--- src/design/maf_pkg.sv ---
// Shared types and constants of the moving average filter.
package maf_pkg;

   localparam int SAMPLE_W = 32;
   localparam int SUM_W    = 38;
   localparam int AVG_W    = 16;
   localparam int TAPS_W   = 7;

   localparam logic [TAPS_W-1:0] TAPS_RESET = TAPS_W'(8);

   typedef logic signed [SAMPLE_W-1:0] sample_type;
   typedef logic signed [SUM_W-1:0]    sum_type;
   typedef logic signed [AVG_W-1:0]    avg_type;
   typedef logic [TAPS_W-1:0]          taps_type;

   typedef enum logic [2:0] {
      ST_IDLE,
      ST_UPDATE,
      ST_START,
      ST_DIVIDE,
      ST_OUTPUT
   } state_type;

   // Commands from the controller to the datapath.
   typedef struct packed {
      logic capture;
      logic update;
      logic div_start;
      logic load_out;
   } cmd_type;

   // Status from the datapath to the controller.
   typedef struct packed {
      logic div_busy;
      logic div_done;
   } status_type;

endpackage

--- src/design/maf_req_if.sv ---
// Input channel carrying one sample per item.
interface maf_req_if import maf_pkg::*; ();
   logic       valid;
   logic       ready;
   sample_type sample;

   modport source (output valid, output sample, input ready);
   modport sink   (input valid, input sample, output ready);
endinterface

--- src/design/maf_rsp_if.sv ---
// Result channel carrying the window sum and the average per item.
interface maf_rsp_if import maf_pkg::*; ();
   logic    valid;
   logic    ready;
   sum_type window_sum;
   avg_type average;

   modport source (output valid, output window_sum, output average, input ready);
   modport sink   (input valid, input window_sum, input average, output ready);
endinterface

--- src/design/maf_divider.sv ---
// Restoring divider: signed sum over unsigned window length, one quotient bit per cycle.
module maf_divider import maf_pkg::*; #(
   parameter int NW = 7
) (
   input  logic          clock,
   input  logic          reset,
   input  logic          start,
   input  sum_type       dividend,
   input  logic [NW-1:0] divisor,
   output logic          busy,
   output logic          done,
   output sum_type       quotient
);

   localparam int CNT_W = $clog2(SUM_W);
   localparam logic [CNT_W-1:0] LAST_STEP = CNT_W'(SUM_W - 1);

   logic             busy_ff, busy_in;
   logic             done_ff, done_in;
   logic [CNT_W-1:0] count_ff, count_in;
   logic [SUM_W-1:0] quo_ff, quo_in;
   logic [NW:0]      rem_ff, rem_in;
   logic [NW-1:0]    divisor_ff, divisor_in;
   logic             neg_ff, neg_in;

   logic [NW:0]      rem_shift;
   logic [NW:0]      rem_diff;
   logic             fits;

   always_comb begin
      rem_shift = {rem_ff[NW-1:0], quo_ff[SUM_W-1]};
      rem_diff  = rem_shift - {1'b0, divisor_ff};
      fits      = rem_shift >= {1'b0, divisor_ff};

      busy_in    = busy_ff;
      done_in    = 1'b0;
      count_in   = count_ff;
      quo_in     = quo_ff;
      rem_in     = rem_ff;
      divisor_in = divisor_ff;
      neg_in     = neg_ff;

      if (start) begin
         busy_in    = 1'b1;
         count_in   = '0;
         rem_in     = '0;
         divisor_in = divisor;
         neg_in     = dividend[SUM_W-1];
         // The magnitude of the most negative sum still fits as unsigned.
         quo_in     = dividend[SUM_W-1] ? SUM_W'(-dividend) : SUM_W'(dividend);
      end else if (busy_ff) begin
         rem_in   = fits ? rem_diff : rem_shift;
         quo_in   = {quo_ff[SUM_W-2:0], fits};
         count_in = count_ff + 1'b1;
         if (count_ff == LAST_STEP) begin
            busy_in = 1'b0;
            done_in = 1'b1;
         end
      end
   end

   always_ff @(posedge clock) begin
      if (reset) begin
         busy_ff <= 1'b0;
         done_ff <= 1'b0;
      end else begin
         busy_ff <= busy_in;
         done_ff <= done_in;
      end
   end

   always_ff @(posedge clock) begin
      count_ff   <= count_in;
      quo_ff     <= quo_in;
      rem_ff     <= rem_in;
      divisor_ff <= divisor_in;
      neg_ff     <= neg_in;
   end

   assign busy     = busy_ff;
   assign done     = done_ff;
   assign quotient = neg_ff ? sum_type'(-quo_ff) : sum_type'(quo_ff);

endmodule

--- src/design/maf_datapath.sv ---
// Sample store, running sum, write index, window length and result registers.
module maf_datapath import maf_pkg::*; #(
   parameter int MAX_TAPS  = 64,
   parameter int FRAC_BITS = 16
) (
   input  logic       clock,
   input  logic       reset,
   input  logic       csr_we,
   input  taps_type   csr_wdata,
   input  cmd_type    cmd,
   output status_type status,
   input  sample_type req_sample,
   output sum_type    rsp_window_sum,
   output avg_type    rsp_average
);

   localparam int IW = (MAX_TAPS > 1) ? $clog2(MAX_TAPS) : 1;
   localparam int NW = $clog2(MAX_TAPS + 1);

   sample_type          mem [MAX_TAPS];
   logic [MAX_TAPS-1:0] valid_ff, valid_in;
   taps_type            taps_ff;
   logic [IW-1:0]       windex_ff, windex_in;
   logic [IW-1:0]       slot_ff;
   sum_type             sum_ff, sum_in;
   sample_type          sample_ff;
   sample_type          rd_data_ff;
   logic                rd_valid_ff;
   sum_type             out_sum_ff;
   avg_type             out_avg_ff, out_avg_in;

   logic [7:0]          taps_ext;
   logic [7:0]          n_ext;
   logic [NW-1:0]       n_eff;
   logic [IW-1:0]       rd_index;
   logic [8:0]          next_index;
   sample_type          old_sample;
   logic                div_busy, div_done;
   sum_type             quotient;
   sum_type             avg_full;
   logic [SUM_W-AVG_W:0] avg_high;

   // A written zero acts as one; anything above the store depth acts as the depth.
   always_comb begin
      taps_ext = 8'(taps_ff);
      if (taps_ext == '0) begin
         n_ext = 8'd1;
      end else if (taps_ext > 8'(MAX_TAPS)) begin
         n_ext = 8'(MAX_TAPS);
      end else begin
         n_ext = taps_ext;
      end
      n_eff = n_ext[NW-1:0];
   end

   always_comb begin
      rd_index   = (9'(windex_ff) >= 9'(n_eff)) ? '0 : windex_ff;
      old_sample = rd_valid_ff ? rd_data_ff : '0;
      next_index = 9'(slot_ff) + 9'd1;
      sum_in     = sum_ff;
      windex_in  = windex_ff;
      valid_in   = valid_ff;
      if (csr_we) begin
         sum_in    = '0;
         windex_in = '0;
         valid_in  = '0;
      end else if (cmd.update) begin
         sum_in    = sum_ff + SUM_W'(sample_ff) - SUM_W'(old_sample);
         windex_in = (next_index >= 9'(n_eff)) ? '0 : next_index[IW-1:0];
         valid_in[slot_ff] = 1'b1;
      end
   end

   always_ff @(posedge clock) begin
      if (reset) begin
         taps_ff   <= TAPS_RESET;
         sum_ff    <= '0;
         windex_ff <= '0;
         valid_ff  <= '0;
      end else begin
         if (csr_we) begin
            taps_ff <= csr_wdata;
         end
         sum_ff    <= sum_in;
         windex_ff <= windex_in;
         valid_ff  <= valid_in;
      end
   end

   always_ff @(posedge clock) begin
      if (cmd.capture) begin
         sample_ff   <= req_sample;
         slot_ff     <= rd_index;
         rd_data_ff  <= mem[rd_index];
         rd_valid_ff <= valid_ff[rd_index];
      end
   end

   always_ff @(posedge clock) begin
      if (cmd.update) begin
         mem[slot_ff] <= sample_ff;
      end
   end

   maf_divider #(
      .NW (NW)
   ) u_divider (
      .clock    (clock),
      .reset    (reset),
      .start    (cmd.div_start),
      .dividend (sum_ff),
      .divisor  (n_eff),
      .busy     (div_busy),
      .done     (div_done),
      .quotient (quotient)
   );

   // Floor shift of the truncated quotient, then saturation to the output width.
   always_comb begin
      avg_full = quotient >>> FRAC_BITS;
      avg_high = avg_full[SUM_W-1:AVG_W-1];
      if (avg_high != '0 && avg_high != '1) begin
         out_avg_in = avg_full[SUM_W-1] ? {1'b1, {(AVG_W-1){1'b0}}}
                                        : {1'b0, {(AVG_W-1){1'b1}}};
      end else begin
         out_avg_in = avg_full[AVG_W-1:0];
      end
   end

   always_ff @(posedge clock) begin
      if (cmd.load_out) begin
         out_sum_ff <= sum_ff;
         out_avg_ff <= out_avg_in;
      end
   end

   assign status.div_busy = div_busy;
   assign status.div_done = div_done;
   assign rsp_window_sum  = out_sum_ff;
   assign rsp_average     = out_avg_ff;

endmodule

--- src/design/maf_ctrl.sv ---
// Controller that sequences one item through store read, sum update, divide and output.
module maf_ctrl import maf_pkg::*; (
   input  logic       clock,
   input  logic       reset,
   input  logic       req_valid,
   output logic       req_ready,
   output logic       rsp_valid,
   input  logic       rsp_ready,
   input  status_type status,
   output cmd_type    cmd
);

   state_type state_ff, state_in;
   logic      rsp_valid_ff, rsp_valid_in;
   logic      out_free;

   always_ff @(posedge clock) begin
      if (reset) begin
         state_ff     <= ST_IDLE;
         rsp_valid_ff <= 1'b0;
      end else begin
         state_ff     <= state_in;
         rsp_valid_ff <= rsp_valid_in;
      end
   end

   always_comb begin
      state_in     = state_ff;
      cmd          = '0;
      req_ready    = 1'b0;
      out_free     = !rsp_valid_ff || rsp_ready;
      rsp_valid_in = rsp_valid_ff && !rsp_ready;

      unique case (state_ff)
         ST_IDLE: begin
            req_ready = 1'b1;
            if (req_valid) begin
               cmd.capture = 1'b1;
               state_in    = ST_UPDATE;
            end
         end
         ST_UPDATE: begin
            cmd.update = 1'b1;
            state_in   = ST_START;
         end
         ST_START: begin
            cmd.div_start = 1'b1;
            state_in      = ST_DIVIDE;
         end
         ST_DIVIDE: begin
            if (status.div_done) begin
               state_in = ST_OUTPUT;
            end
         end
         ST_OUTPUT: begin
            // The previous result must be taken before this one replaces it.
            if (out_free) begin
               cmd.load_out = 1'b1;
               rsp_valid_in = 1'b1;
               state_in     = ST_IDLE;
            end
         end
         default: begin
            state_in = ST_IDLE;
         end
      endcase
   end

   assign rsp_valid = rsp_valid_ff;

endmodule

--- src/design/moving_average_filter.sv ---
// Moving average filter over the last taps samples, kept as a running sum in a
// sample store of MAX_TAPS entries. One item is in work at a time. The store is
// read at the edge that accepts the item; then follow the sum update, a divider
// load, the bit-serial divider that divides the 38-bit sum by the window length,
// a state in which the controller sees the divider finish, and the result load,
// which waits until the previous result has been taken. The controller then
// returns to idle, so a new item is taken only once the last one is loaded.
// A finished result waits in its output register while the next item is taken.
// Writing csr_wdata with csr_we empties the store, the write index and the sum;
// it must only be done while no item is in work. A window length of zero acts as
// one, and one above MAX_TAPS acts as MAX_TAPS.
module moving_average_filter import maf_pkg::*; #(
   parameter int MAX_TAPS  = 64,
   parameter int FRAC_BITS = 16
) (
   input  logic             clock,
   input  logic             reset,
   maf_req_if.sink          req_ch,
   maf_rsp_if.source        rsp_ch,
   input  logic             csr_we,
   input  logic [TAPS_W-1:0] csr_wdata
);

   cmd_type    cmd;
   status_type status;

   maf_ctrl u_ctrl (
      .clock     (clock),
      .reset     (reset),
      .req_valid (req_ch.valid),
      .req_ready (req_ch.ready),
      .rsp_valid (rsp_ch.valid),
      .rsp_ready (rsp_ch.ready),
      .status    (status),
      .cmd       (cmd)
   );

   maf_datapath #(
      .MAX_TAPS  (MAX_TAPS),
      .FRAC_BITS (FRAC_BITS)
   ) u_datapath (
      .clock          (clock),
      .reset          (reset),
      .csr_we         (csr_we),
      .csr_wdata      (csr_wdata),
      .cmd            (cmd),
      .status         (status),
      .req_sample     (req_ch.sample),
      .rsp_window_sum (rsp_ch.window_sum),
      .rsp_average    (rsp_ch.average)
   );

   // Only one item is in work: after an acceptance the input side closes.
   assert property (@(posedge clock) disable iff (reset)
      req_ch.valid && req_ch.ready |=> !req_ch.ready)
      else $error("input accepted while an item is in work");

   // A new result never replaces one that has not been taken.
   assert property (@(posedge clock) disable iff (reset)
      cmd.load_out |-> (!rsp_ch.valid || rsp_ch.ready))
      else $error("pending result overwritten");

   // A divider start is followed by a running divide.
   assert property (@(posedge clock) disable iff (reset)
      cmd.div_start |=> status.div_busy)
      else $error("divider did not start");

   // The divider reports completion only after it stops running.
   assert property (@(posedge clock) disable iff (reset)
      status.div_done |-> !status.div_busy && $past(status.div_busy))
      else $error("divider done without a preceding divide");

endmodule
--- src/flat_wrapper.sv ---
// flat-port wrapper written by rule: the top's interface ports become plain ports
module moving_average_filter_flat import maf_pkg::*;
#(
   parameter int MAX_TAPS  = 64,
   parameter int FRAC_BITS = 16
)
  (clock, reset, csr_we, csr_wdata, req_ch_valid, req_ch_sample, req_ch_ready, rsp_ch_valid, rsp_ch_window_sum, rsp_ch_average, rsp_ch_ready);
  maf_req_if req_ch_i ();
  maf_rsp_if rsp_ch_i ();
  input  logic clock;
  input  logic reset;
  input  logic csr_we;
  input  logic [TAPS_W-1:0] csr_wdata;
  input wire logic [$bits(req_ch_i.valid)-1:0] req_ch_valid;
  input wire logic [$bits(req_ch_i.sample)-1:0] req_ch_sample;
  output wire logic [$bits(req_ch_i.ready)-1:0] req_ch_ready;
  output wire logic [$bits(rsp_ch_i.valid)-1:0] rsp_ch_valid;
  output wire logic [$bits(rsp_ch_i.window_sum)-1:0] rsp_ch_window_sum;
  output wire logic [$bits(rsp_ch_i.average)-1:0] rsp_ch_average;
  input wire logic [$bits(rsp_ch_i.ready)-1:0] rsp_ch_ready;
  assign req_ch_i.valid = req_ch_valid;
  assign req_ch_i.sample = req_ch_sample;
  assign req_ch_ready = req_ch_i.ready;
  assign rsp_ch_valid = rsp_ch_i.valid;
  assign rsp_ch_window_sum = rsp_ch_i.window_sum;
  assign rsp_ch_average = rsp_ch_i.average;
  assign rsp_ch_i.ready = rsp_ch_ready;
  moving_average_filter #(.MAX_TAPS(MAX_TAPS), .FRAC_BITS(FRAC_BITS)) u_core (.clock(clock), .reset(reset), .req_ch(req_ch_i), .rsp_ch(rsp_ch_i), .csr_we(csr_we), .csr_wdata(csr_wdata));
endmodule
--- config.mk ---
export PLATFORM = sky130hd
export DESIGN_NAME = moving_average_filter_flat
export DESIGN_NICKNAME = d
export VERILOG_FILES = /design/src/design/maf_pkg.sv /design/src/design/maf_req_if.sv /design/src/design/maf_rsp_if.sv /design/src/design/maf_divider.sv /design/src/design/maf_datapath.sv /design/src/design/maf_ctrl.sv /design/src/design/moving_average_filter.sv /design/src/flat_wrapper.sv
export SDC_FILE = /design/constraint.sdc
export NUM_CORES = 2
export LEC_CHECK = 0
export ABC_CLOCK_PERIOD_IN_PS = 4800
export BUFFER_PORTS_ARGS = -buffer_cell sky130_fd_sc_hd__buf_2
export CELL_PAD_IN_SITES_DETAIL_PLACEMENT = 1
export CELL_PAD_IN_SITES_GLOBAL_PLACEMENT = 1
export CORE_MARGIN = 5
export CORE_UTILIZATION = 53
export DETAILED_ROUTE_END_ITERATION = 10
export PLACE_DENSITY_LB_ADDON = 0.25
export SLEW_MARGIN = 10
export SYNTH_ARGS = -nofsm -noshare
export SYNTH_HDL_FRONTEND = slang
export SYNTH_SLANG_ARGS = --single-unit
export TNS_END_PERCENT = 10
--- constraint.sdc ---
create_clock -name clock -period 4.8 [get_ports clock]
set_clock_uncertainty 0.05 [all_clocks]
set_input_delay 0.24 -clock clock [delete_from_list [all_inputs] [get_ports clock]]
set_output_delay 0.24 -clock clock [all_outputs]
set_load 0.03 [all_outputs]
== Yosys cells after proc, flatten, opt, wreduce, memory -nomap -nowiden ==
Memory sizes are Yosys's and may differ from the RTL's. A register that Yosys moved wholly into a read port is not among the register bits.
Cells that the tools add are included.
Cells by class
  reduce and logical (&&, ||, !) cells: 13
  mux-type cells: 35
  add/subtract/negate cells: 7
  bitwise operators: 2
  equal/unequal tests: 9
  $lt $le $gt $ge: 7
Operators with widths (number)
  $mux 38: 4
  $neg 38->38: 2
  $or 64x64->64: 1
  $add 38x32->38: 1
  $sub 38x32->38: 1
  $mux 16: 2
  $mux 32: 1
  $ne 23x23->1 const B: 1
  $reduce_bool 23->1: 1
  $mux 7: 3
  $mux 1: 17
  $pmux 3 s5: 1
  $lt 6x7->1 const B: 2
  $mux 6: 2
  $mux 3: 3
  $ge 8x7->1: 1
  $add 6x1->7 const B: 1
  $ge 6x7->1: 1
  $ge 7x7->1: 1
  $gt 7x7->1 const B: 1
  $logic_not 7->1: 1
  $sub 7x7->7: 1
  $add 6x1->6 const B: 1
  $bmux 1 s6: 1
  other kinds (16): 22
Word-level totals
  bits in registers: 273
  memory bits (writable): 2048
  output and inout port bits: 56
  input bits: 44
  memories: 1
  word-level logic and storage cells: 92
Memory list
  u_core.u_datapath.mem: words 64, bits a word 32, read ports 1, clocked after memory_dff 1, wr ports 1, RTL line maf_datapath.sv:20  | sample_type mem [MAX_TAPS];

== Depth between registers and ports, before layout ==
  depth in word-level cells: 7
  mapped depth: 19
  depth with buffers taken out: 15

== By module ==
Synthesis repeated with hierarchy kept, for this count alone.
Second synthesis, totals
  cells, all modules: 7170
  area total of the unflattened synthesis: 96545.1 um^2
Modules (own cells, without submodules)
  maf_datapath: area each 91843.1 um^2, instances 1, cells each 6655, sequential area each 67554.8 um^2
  maf_divider: area each 4494.3 um^2, instances 1, cells each 493, sequential area each 1681.6 um^2
  maf_ctrl: area each 207.7 um^2, instances 1, cells each 22, sequential area each 80.1 um^2

== Worst setup path after synthesis ==
OpenSTA, ideal clock, no wires.
  kind: register -> register
  from: register u_core.u_datapath.windex_ff[0]
  to: register u_core.u_datapath.rd_data_ff[10], read port of u_core.u_datapath.mem (data pin)
  setup time: 0.256 ns
  clock period less this slack: 4.230 ns
  arrival time: 3.923 ns
  stages on the path, launching flop included: 17
  data required time: 4.494 ns
  buffers on the path: 5
  setup slack: 0.570 ns
  cell sequence: dfxtp_1 -> clkbuf_1 -> clkinv_1 -> clkbuf_1 -> clkbuf_1 -> clkbuf_1 -> ha_1 -> nand2b_1 -> a21o_1 -> a21oi_1 -> o211ai_1 -> inv_2 -> buf_1 -> mux4_2 -> a22oi_1 -> nand3_1 -> a22o_1
Between the ends
  longest elaborated chain between the ends: 2
RTL lines
  start, declared: RTL line maf_datapath.sv:23  | logic [IW-1:0] windex_ff, windex_in;
  start signal, assigned: RTL line maf_datapath.sv:85  | windex_ff <= windex_in;
  $ge 6x7->1: RTL line maf_datapath.sv:57  | rd_index = (9'(windex_ff) >= 9'(n_eff)) ? '0 : windex_ff;
  $mux 6 (*): RTL line maf_datapath.sv:57
  end, declared: RTL line maf_datapath.sv:27  | sample_type rd_data_ff;
Every way passes the cells marked *; elsewhere a longest branch is shown, timed or not.
A chain may end at the register's enable or synchronous reset.

== Worst setup path after layout ==
  from: register u_core.u_datapath.taps_ff[6]
  to: register u_core.u_datapath.rd_data_ff[23], read port of u_core.u_datapath.mem (data pin)
Between the ends
  longest elaborated chain between the ends: 5
  elaborated cells between the ends (all ways): 6
  those cells by class: order compare: 2; mux: 3; reduce/logical: 1
RTL lines
  start, declared: RTL line maf_datapath.sv:22  | taps_type taps_ff;
  start signal, assigned: RTL line maf_datapath.sv:82  | taps_ff <= csr_wdata;
  $gt 7x7->1: RTL line maf_datapath.sv:48  | end else if (taps_ext > 8'(MAX_TAPS)) begin
  $mux 7: RTL line maf_datapath.sv:48
  $mux 7 (*): RTL line maf_datapath.sv:46  | if (taps_ext == '0) begin
  $ge 6x7->1 (*): RTL line maf_datapath.sv:57
  $mux 6 (*): RTL line maf_datapath.sv:57
Marks and branches as above.

==> metrics.md <==
| Metric | Value |
|---|---|
| Status | completed |
| FILL cells | 16.6k |
| Crit path DAT | 5.26 ns |
| Global-route wire length before repair | 480 mm |
| Ports | 100 |
| Post-synth EDFFs | 2219 |
| Die area | 189000 um2 |
| Most frequent cells in the layout | edfxtp_1 (2219), nand2_1 (608), nor2_1 (585) |
| Maxcap violations | 0 |
| Initial Util | 0.533 |
| Hold path start | req_ch_sample[31] |
| Seq/Total Area, Yosys | 0.727 |
| Total Power | 0.0451 W |
| Pwr dens | 412 nW/um2 |
| Nets | 7246 |
| # port buffers | 99 |
| DR iter-0 viols | 9127 |
| R2r setup slk | 0.12 ns |
| Syn nets | 6910 |
| Worst VDD drop | 310 uV |
| CP endpoint kind | flop |
| Crit Path Category | reg2reg |
| Gr ovfl total | 0 |
| Clk_lat worst skew | 0.90 ns |
| Die H | 434 um |
| Die W | 434 um |
| GPL Wtd Cong | 0.874 |
| Worst R2R Start | u_core.u_datapath.taps_ff[6] |
| Initial antenna violation count | 37 |
| Synthesized instance count | 6766 |
| Largest net degree at the start of global routing | 141 |
| Vias | 65.4k |
| DPL Wire Length | 201 mm |
| Clk sinks | 2353 |
| Vias per cell | 6.76 |
| Leak Pwr | 36.9 nW |
| Hold endpoint | u_core.u_datapath.sample_ff[31] |
| Commonest non-fill, non-tap cell in the layout | edfxtp_1 |
| Yosys top cell area share | 0.699 |
| FP Rows | 155 |
| Drt drc | 0 |
| Yosys warnings | 0 |
| Core area | 179000 um2 |
| CTS clock-pin slew for the worst setup and hold paths | 0.07 ns |
| Fmax | 214 MHz |
| Max Slew Vio Count | 0 |
| Final hold vios | 0 |
| Top post-synthesis cells by area | edfxtp_1 (70%), dfxtp_1 (2.8%), nor2_1 (2.6%) |
| Clock root buffer | clkbuf_16 |
| WL per Instance | 35.0 um |
| Vias in the first global route | 67.2k |
| WP data required | 5.38 ns |
| Primary FF master, synth | edfxtp_1 |
| DRT Wirelength | 338 mm |
| Fraction of layout cells with a size suffix above 1 | 0.146 |
| DRT antenna net count | 0 |
| H-tree levels | 4 |
| Final Cycle Share | 0.975 |
| GR Util All Layers | 0.355 |
| Unrepaired setup endpoints after global routing | no |
| Multi-input combinational cell area | 24400 um2 |
| Fraction of registers with async set/reset | 0 |
| Setup violators final | 0 |
| Slew HR | 0.200 |
| TritonCTS clock tree | built |
| CP Max Fanout | 44 |
| Cts bufs inserted | 229 |
| Worst-case clock buffer depth | 3 |
| HP Class | in2reg |
| Area leader, netlist | edfxtp_1 |
| Fin crit period | 4.68 ns |
| Worst R2R Path Depth | 15 |
| Syn-to-layout area delta | 14.7% |
| Worst-margin pin slew | 1.20 ns |
| Post-synth cell types | 83 |
| Post-CTS Setup Bufs | 0 |
| Drt pass-1 iters | 5 |
| FF/Latch Area | 69300 um2 |
| Total Negative Setup Slacks | 0 ns |
| Worst setup SP type | flop |
| Hold path depth | 2 |
| Register bit total from synthesis | 2353 |
| Netlist Area Pre-Place | 95400 um2 |
| Syn avg cell area | 14.1 um2 |
| Reg2reg end | u_core.u_datapath.rd_data_ff[23] |
cell families after synthesis:
group                    synth area share
AO/OA/AOI/OAI                      0.0911
adder cells (fa/ha/maj)            0.0161
multiplexers                       0.0353
flip-flops                          0.727
buffers and inverters              0.0244
AND/OR/NAND/NOR                    0.0981
XOR/XNOR                          0.00817
cell type report:
| cell class | count | share of cell area |
|---|---|---|
| clock buffers | 299 | 0.0563 |
| repair buffers | 528 | 0.0414 |
| well taps | 2355 | 0.0269 |
| inverters | 182 | 0.00636 |
| multi-input cells | 3808 | 0.223 |
| flip-flops and latches | 2353 | 0.634 |
| diodes | 13 | 0.000297 |
| clock inverters | 133 | 0.0113 |
through the flow:
| step | std cells | util | instance area (um2) | hold slack (ns) | setup WS, ns |
|---|---|---|---|---|---|
| floorplan | 6766 | - | 95400 | 0.267 | 0.570 |
| global placement | 9168 | 0.567 | 101000 | 0.371 | 0.212 |
| detailed placement | 9168 | 0.567 | 101000 | 0.376 | 0.174 |
| CTS | 9657 | 0.611 | 109000 | 0.0328 | 0.0933 |
| global route | 9659 | 0.611 | 109000 | 0.0783 | 0.0467 |
| finish | 9671 | 0.612 | 109000 | 0.102 | 0.119 |
registers in the layout (all words and copies together) (netlist names):
signal	cells
u_core.u_datapath.u_divider.count_ff	6
u_core.u_datapath.rd_data_ff	32
u_core.u_datapath.u_divider.quo_ff	38
u_core.u_datapath.taps_ff	7
u_core.u_datapath.rd_valid_ff	1
u_core.u_datapath.slot_ff	6
u_core.u_datapath.u_divider.done	1
u_core.u_datapath.sample_ff	32
u_core.u_datapath.rsp_window_sum	38
u_core.u_datapath.u_divider.rem_ff	7
u_core.u_ctrl.state_ff	3
u_core.u_ctrl.rsp_valid	1
u_core.u_datapath.valid_ff	64
u_core.u_datapath.mem	2048
u_core.u_datapath.u_divider.busy	1
u_core.u_datapath.rsp_average	16
u_core.u_datapath.u_divider.neg_ff	1
u_core.u_datapath.sum_ff	38
u_core.u_datapath.windex_ff	6
u_core.u_datapath.u_divider.divisor_ff	7
synth_stat cells (all sizes together) (33+ instances only):
cell type and instances:
ha 62, a211oi 147, mux4 66, buf 54, fa 38, nor4 144
nand3 169, clkbuf 369, edfxtp 2219, nand4 49, dfxtp 134, o32ai 63
xor2 33, o221ai 34, inv 180, a32o 40, nor2 651, and2 102
o22ai 195, a21o 34, mux2i 116, a211o 38, o211ai 72, a22oi 33
a21oi 374, nand2 610, nor3 173, o21ai 190, mux2 64, nand2b 81
xnor2 56
critical path, cell delays in order (launching register included):
cell and delay [ns]:
dfxtp_1 0.53, inv_1 0.21, nand2_1 0.21, ha_1 0.29
a21o_1 0.18, a21oi_1 0.20, or2_4 0.29, buf_4 0.24
o2111ai_4 0.15, buf_12 0.27, o22ai_1 0.28, nor4_1 0.08
buf_4 0.19, o21ai_0 0.17, nand4_1 0.56, a22o_1 0.44
power by group:
group / total (W) / internal [W] / switching (W)
Combinational: 0.00398 / 0.00122 / 0.00275
Clock: 0.0180 / 0.00984 / 0.00813
Sequential: 0.0231 / 0.0228 / 0.000301
Total: 0.0451 / 0.0339 / 0.0112
routing by layer:
metal | GRT usage | vias up | wire length (um)
li1 | - | 26449 | -
met1 | 0.446 | 33181 | 117000
met2 | 0.541 | 4683 | 153000
met3 | 0.113 | 1018 | 44000
met4 | 0.212 | 36 | 23800
met5 | 0 | - | 232
how the worst max path moves through the flow:
stage | cells past startpoint | to | from
2_1_floorplan | 16 | u_core.u_datapath.rd_data_ff[10] | u_core.u_datapath.windex_ff[0]
3_3_place_gp | 15 | u_core.u_datapath.rd_valid_ff | u_core.u_datapath.taps_ff[1]
3_5_place_dp | 14 | u_core.u_datapath.rd_valid_ff | u_core.u_datapath.taps_ff[6]
4_1_cts | 14 | u_core.u_datapath.rd_valid_ff | u_core.u_datapath.taps_ff[6]
5_1_grt | 15 | u_core.u_datapath.rd_data_ff[23] | u_core.u_datapath.taps_ff[6]
6_report | 15 | u_core.u_datapath.rd_data_ff[23] | u_core.u_datapath.taps_ff[6]
timing repair:
action / in CTS / in global routing
hold endpoints to repair: 47 / 0
setup endpoints to repair: 0 / 5
resized for setup: 0 / 5
hold buffers: 57 / 0
Power figures use the tool's default switching activity.
